`config.mk`:
```
export PLATFORM = sky130hd
export DESIGN_NAME = fspa_ctrl
export DESIGN_NICKNAME = d
export VERILOG_FILES = /design/src/rtl/core/fspa_pkg.sv /design/src/rtl/core/fspa_ctrl.sv
export SDC_FILE = /design/constraint.sdc
export NUM_CORES = 1
export LEC_CHECK = 0
export ABC_CLOCK_PERIOD_IN_PS = 5200
export CAP_MARGIN = 20
export CORE_UTILIZATION = 40
export CTS_BUF_LIST = sky130_fd_sc_hd__clkbuf_8
export DETAILED_ROUTE_END_ITERATION = 10
export DONT_BUFFER_PORTS = 1
export SLEW_MARGIN = 30
export SYNTH_ARGS = -nofsm -noshare
export SYNTH_HDL_FRONTEND = slang
export SYNTH_SLANG_ARGS = --single-unit
```
`constraint.sdc`:
```
create_clock -name clk -period 5.2 [get_ports clk]
set_input_delay 0.78 -clock clk [delete_from_list [all_inputs] [get_ports clk]]
set_output_delay 0.78 -clock clk [all_outputs]
set_load 0.005 [all_outputs]
```
`src/rtl/core/fspa_pkg.sv`:
```
// ============================================================================
// fspa_pkg
// Shared types and constants of the fixed-slot pool allocator: operation and
// status codes, field widths, and the command and status bundles passed
// between the controller and the datapath.
// ============================================================================
package fspa_pkg;

    // Fixed field widths of the request and response beats.
    localparam int OP_W     = 2;
    localparam int HANDLE_W = 10;
    localparam int STATUS_W = 2;

    // Default pool geometry.
    localparam int DEF_SLOTS      = 64;
    localparam int DEF_MAX_BLOCKS = 16;

    typedef enum logic [OP_W-1:0] {
        OP_ALLOC    = 2'd0,
        OP_FREE     = 2'd1,
        OP_FREE_ALL = 2'd2,
        OP_QUERY    = 2'd3
    } op_t;

    typedef enum logic [STATUS_W-1:0] {
        ST_OK       = 2'd0,
        ST_FULL     = 2'd1,
        ST_RANGE    = 2'd2,
        ST_NOT_USED = 2'd3
    } status_t;

    // Datapath micro-operations issued by the controller.
    typedef enum logic [3:0] {
        CMD_NONE,
        CMD_LOAD,
        CMD_DECODE,
        CMD_LOOKUP,
        CMD_UNLINK_NEXT,
        CMD_UNLINK_PREV,
        CMD_PUSH,
        CMD_DEC,
        CMD_OPEN,
        CMD_WRAP_INIT,
        CMD_TAKE_RD,
        CMD_TAKE_WR,
        CMD_FA_INIT,
        CMD_FA_READ,
        CMD_FA_PUSH,
        CMD_FA_NEXT
    } dp_op_t;

    typedef struct packed {
        dp_op_t  op;
        logic    load_out;
        status_t out_status;
        logic    out_grant;
    } dp_cmd_t;

    typedef struct packed {
        op_t  op;
        logic open_zero;
        logic open_full;
        logic has_free;
        logic wb_zero;
        logic wb_above_cur;
        logic out_of_range;
        logic slot_busy;
        logic slot_valid;
        logic out_free;
    } dp_stat_t;

endpackage

```
`src/rtl/core/fspa_ctrl.sv`:
```
// ============================================================================
// fspa_ctrl
// Controller of the pool allocator. Sequences the datapath through the
// allocate search, free, query and free-all walks, one request at a time.
// ============================================================================
module fspa_ctrl import fspa_pkg::*; (
    input  logic     clk,
    input  logic     rst_n,
    input  logic     in_valid,
    output logic     in_ready,
    input  dp_stat_t stat,
    output dp_cmd_t  cmd
);

    typedef enum logic [4:0] {
        S_IDLE,
        S_DISPATCH,
        S_SCAN,
        S_OPEN,
        S_WRAP_INIT,
        S_WRAP,
        S_TAKE_RD,
        S_TAKE_WR,
        S_DECODE,
        S_LOOKUP,
        S_CHECK,
        S_UNLINK_PREV,
        S_PUSH,
        S_FA_INIT,
        S_FA_CHECK,
        S_FA_PUSH,
        S_FINISH
    } state_t;

    state_t  state_reg;
    state_t  state_next;
    status_t fin_status_reg;
    status_t fin_status_next;
    logic    fin_grant_reg;
    logic    fin_grant_next;

    // Next state and the command issued in the present cycle.
    always_comb
    begin
        state_next      = state_reg;
        fin_status_next = fin_status_reg;
        fin_grant_next  = fin_grant_reg;
        cmd.op          = CMD_NONE;
        cmd.load_out    = 1'b0;
        cmd.out_status  = fin_status_reg;
        cmd.out_grant   = fin_grant_reg;
        in_ready        = (state_reg == S_IDLE);

        unique case (state_reg)
            S_IDLE:
            begin
                if (in_valid)
                begin
                    cmd.op     = CMD_LOAD;
                    state_next = S_DISPATCH;
                end
            end
            S_DISPATCH:
            begin
                unique case (stat.op)
                    OP_ALLOC:    state_next = S_SCAN;
                    OP_FREE_ALL: state_next = S_FA_INIT;
                    OP_FREE:     state_next = S_DECODE;
                    OP_QUERY:    state_next = S_DECODE;
                endcase
            end
            S_SCAN:
            begin
                priority if (stat.open_zero)
                    state_next = S_OPEN;
                else if (stat.has_free)
                    state_next = S_TAKE_RD;
                else if (!stat.wb_zero)
                    cmd.op = CMD_DEC;
                else if (stat.open_full)
                    state_next = S_WRAP_INIT;
                else
                    state_next = S_OPEN;
            end
            S_OPEN:
            begin
                cmd.op     = CMD_OPEN;
                state_next = S_TAKE_RD;
            end
            S_WRAP_INIT:
            begin
                cmd.op     = CMD_WRAP_INIT;
                state_next = S_WRAP;
            end
            S_WRAP:
            begin
                priority if (!stat.wb_above_cur)
                begin
                    fin_status_next = ST_FULL;
                    fin_grant_next  = 1'b0;
                    state_next      = S_FINISH;
                end
                else if (stat.has_free)
                    state_next = S_TAKE_RD;
                else
                    cmd.op = CMD_DEC;
            end
            S_TAKE_RD:
            begin
                cmd.op     = CMD_TAKE_RD;
                state_next = S_TAKE_WR;
            end
            S_TAKE_WR:
            begin
                cmd.op          = CMD_TAKE_WR;
                fin_status_next = ST_OK;
                fin_grant_next  = 1'b1;
                state_next      = S_FINISH;
            end
            S_DECODE:
            begin
                cmd.op     = CMD_DECODE;
                state_next = S_LOOKUP;
            end
            S_LOOKUP:
            begin
                if (stat.out_of_range)
                begin
                    fin_status_next = ST_RANGE;
                    fin_grant_next  = 1'b0;
                    state_next      = S_FINISH;
                end
                else
                begin
                    cmd.op     = CMD_LOOKUP;
                    state_next = S_CHECK;
                end
            end
            S_CHECK:
            begin
                fin_grant_next = 1'b0;
                priority if (!stat.slot_busy)
                begin
                    fin_status_next = ST_NOT_USED;
                    state_next      = S_FINISH;
                end
                else if (stat.op == OP_QUERY)
                begin
                    fin_status_next = ST_OK;
                    state_next      = S_FINISH;
                end
                else
                begin
                    cmd.op     = CMD_UNLINK_NEXT;
                    state_next = S_UNLINK_PREV;
                end
            end
            S_UNLINK_PREV:
            begin
                cmd.op     = CMD_UNLINK_PREV;
                state_next = S_PUSH;
            end
            S_PUSH:
            begin
                cmd.op          = CMD_PUSH;
                fin_status_next = ST_OK;
                fin_grant_next  = 1'b0;
                state_next      = S_FINISH;
            end
            S_FA_INIT:
            begin
                fin_status_next = ST_OK;
                fin_grant_next  = 1'b0;
                if (stat.open_zero)
                    state_next = S_FINISH;
                else
                begin
                    cmd.op     = CMD_FA_INIT;
                    state_next = S_FA_CHECK;
                end
            end
            S_FA_CHECK:
            begin
                if (stat.slot_valid)
                begin
                    cmd.op     = CMD_FA_READ;
                    state_next = S_FA_PUSH;
                end
                else
                begin
                    cmd.op = CMD_FA_NEXT;
                    if (stat.wb_zero)
                        state_next = S_FINISH;
                end
            end
            S_FA_PUSH:
            begin
                cmd.op     = CMD_FA_PUSH;
                state_next = S_FA_CHECK;
            end
            S_FINISH:
            begin
                if (stat.out_free)
                begin
                    cmd.load_out = 1'b1;
                    state_next   = S_IDLE;
                end
            end
        endcase
    end

    // State and the registered result code.
    always_ff @(posedge clk or negedge rst_n)
    begin
        if (!rst_n)
        begin
            state_reg      <= S_IDLE;
            fin_status_reg <= ST_OK;
            fin_grant_reg  <= 1'b0;
        end
        else
        begin
            state_reg      <= state_next;
            fin_status_reg <= fin_status_next;
            fin_grant_reg  <= fin_grant_next;
        end
    end

endmodule

```
==> run_results.csv <==
group,metric,value,unit
critical_path,cp_data_arrival_time,2.29,ns
clocking,holdBufCountCts,0,
floorplanning,num_rows,18,
drt,wl,2620,um
drt,drc,0,
clocking,cts_setup_buffers,0,
outcome,status,"complete, no violations",
floorplanning,dieArea,2830,um2
finish,post-route-util,0.425,
sta,fin_tns_setup,0,ns
synth,yosysTopAreaCell,"dfrtp_1",
floorplanning,die_x,53.2,um
finish,multi_input_area,767,um2
clocking,cts_tree,"done",
finish,final_layout_size_suffix_gt1_frac,0.115,
critical_path,r2r-start,"state_reg[2]",
drt,ant_nets,0,
synth,synth_seq_cells,8,
sta,max_freq,325,MHz
finish,largest_reg_flops,5,
synth,ys_seq_area_frac,0.191,
run,maxCapViolations,0,
global_routing,grt_pass1_wl,3950,um
power_and_ir_drop,pwr_density_cell,548,nW/um2
critical_path,crit_chain,"nor3b_1 > a32oi_1 > or2_1 > o41ai_1 > o21bai_1",
place,gp_congestion,0.918,
critical_path,worstPathRequired,4.42,ns
drt,num_vias,1015,
place,post-place-ws,2.42,ns
critical_path,crit_slowest_cell,"dfrtp_1",
floorplanning,start_util,0.423,
drt,initialDrtViolationCount,28,
global_routing,grt_max_degree,30,
finish,n_antenna_cell,0,
global_routing,antenna_found_initial,0,
finish,fillers,254,
sta,timing.hold.ws,0.238,ns
sta,skew,0.00688,ns
clocking,clkSinkCount,8,
global_routing,grt-ovfl-total,0,
sta,period_minus_slack,3.07,ns
synth,synth_edf_count,0,
synth,ys_async_sr_fraction,1.00,
sta,drv_slew,0,
critical_path,critPathCaptureType,"primary output",
finish,ff_latch_area,200,um2
clocking,clk_latency,0.23,ns
critical_path,cp-startpoint,"state_reg[2]",
clocking,root_buffer,"clkbuf_8",
floorplanning,io_pins,23,
sta,hold_viol_final,0,
clocking,htree_levels,1,
clocking,cts_buffers,3,
clocking,max-clock-path-buffers,2,
critical_path,crit_fanout,29,
sta,final.setup.worst_slack,2.13,ns
critical_path,setup.worst_path.class,"flip-flop to primary output",
place,io_buffers,0,
synth,synth_ff_type,"dfrtp_1",
critical_path,cpPeakStageDelay,0.85,ns
clocking,clk_pin_slew,0.05,ns
sta,rsz0062_at_grt,"false",
sta,relSlewSlack,0.478,
synth,synth_area_leaders,"dfrtp_1 19%, a21oi_1 4.8%, nand2b_1 4.8%",
global_routing,grt_pass1_vias,827,
finish,layout.nets,146,
sta,tightest_slew,0.783,ns
floorplanning,core_area,2480,um2
synth,synth_area,1050,um2
power_and_ir_drop,p_leak,0.384,nW
synth,synth_warnings,0,
drt,first_pass_iters,4,
place,dpl.hpwl,1880,um
synth,yosysUniqueCellTypes,52,
critical_path,startpoint_type,"flip-flop",
min_path,hp-class,"input pin to asynchronous set/reset pin",
floorplanning,die-height,53.2,um
synth,syn_nets,154,
power_and_ir_drop,vdd_drop_max,359,uV
synth,synth.top_cells.by_count,"13 x nor2_1, 12 x nand2_1, 10 x a21oi_1",
synth,synthCells,140,
synth,synth_most_common_cell,"nor2_1",
synth,syn_avg_cell_area,7.49,um2
drt,viasPerCell,6.34,
sta,setup_violations,0,
clocking,cts_resized,0,
finish,syn2layout_area_growth,0.477,%
sta,period_share,0.591,
global_routing,grtUsageTotal,0.194,
drt,wire_per_inst,16.3,um
synth,synth_top_area_frac,0.191,
[routing by layer]
layer	track usage	wire length, um	up-vias
li1	-	-	499
met1	0.272	1150	465
met2	0.279	1180	44
met3	0.0517	249	7
met4	0.0746	39	0
met5	0	0	-
[final cells by class]
| class | count | share of cell area |
|---|---|---|
| flip-flops and latches | 8 | 0.190 |
| multi-input cells | 117 | 0.728 |
| inverters | 2 | 0.00713 |
| well taps | 30 | 0.0356 |
| clock buffers | 3 | 0.0392 |
[final timing paths]
kind	endpoint	slack, ns	cells past startpoint
setup / recovery	cmd[5]	2.13	5
hold / removal	fin_grant_reg	0.24	0
hold reg to reg	fin_status_reg[0]	0.53	1
max in group asynchronous	state_reg[4]	4.89	0
min in group clk	fin_status_reg[0]	0.53	1
setup reg to reg	state_reg[2]	2.89	5
[worst max-delay path: cells and delay by family, from the launching register on]
family | cells | cell delay [ns]
flops | 1 | 0.85
simple gates | 2 | 0.73
compound gates | 3 | 0.48
[cells in the final DEF, fill, tap and decap left out, types with 3 or more instances in the layout]
cell type / netlist / routed
nor2_1: 13 / 13
nand2_1: 12 / 12
a21oi_1: 10 / 10
nand2b_1: 8 / 8
dfrtp_1: 8 / 8
nor2b_1: 6 / 6
o21ai_0: 6 / 6
nor3b_1: 4 / 4
mux2_1: 4 / 4
nor3_1: 4 / 4
nor4_1: 3 / 3
o21bai_1: 3 / 3
clkbuf_8: 0 / 3
[power breakdown]
group	internal, mW	switching (mW)	total (mW)	leakage [nW]
sequential	0.0869	0.104	0.191	0.0989
clock	0.0503	0.0264	0.0768	0.0216
combinational	0.157	0.154	0.310	0.263
[cell families (layout without fill, tap and decap cells)]
| group | Yosys count | count (layout) | synth area share |
|---|---|---|---|
| buf+inv | 15 | 5 | 0.0776 |
| simple gates | 70 | 70 | 0.409 |
| flops | 8 | 8 | 0.191 |
| mux | 4 | 4 | 0.0430 |
| compound gates | 43 | 43 | 0.279 |
[metrics by stage]
stage	area (um2)	std cells	total power, mW
6_report	1050	160	0.578
2_1_floorplan	1050	140	0.456
3_3_place_gp	1010	157	0.499
5_1_grt	1050	160	0.623
4_1_cts	1050	160	0.575
3_5_place_dp	1010	157	0.496
(Power assumes the default switching activity.)
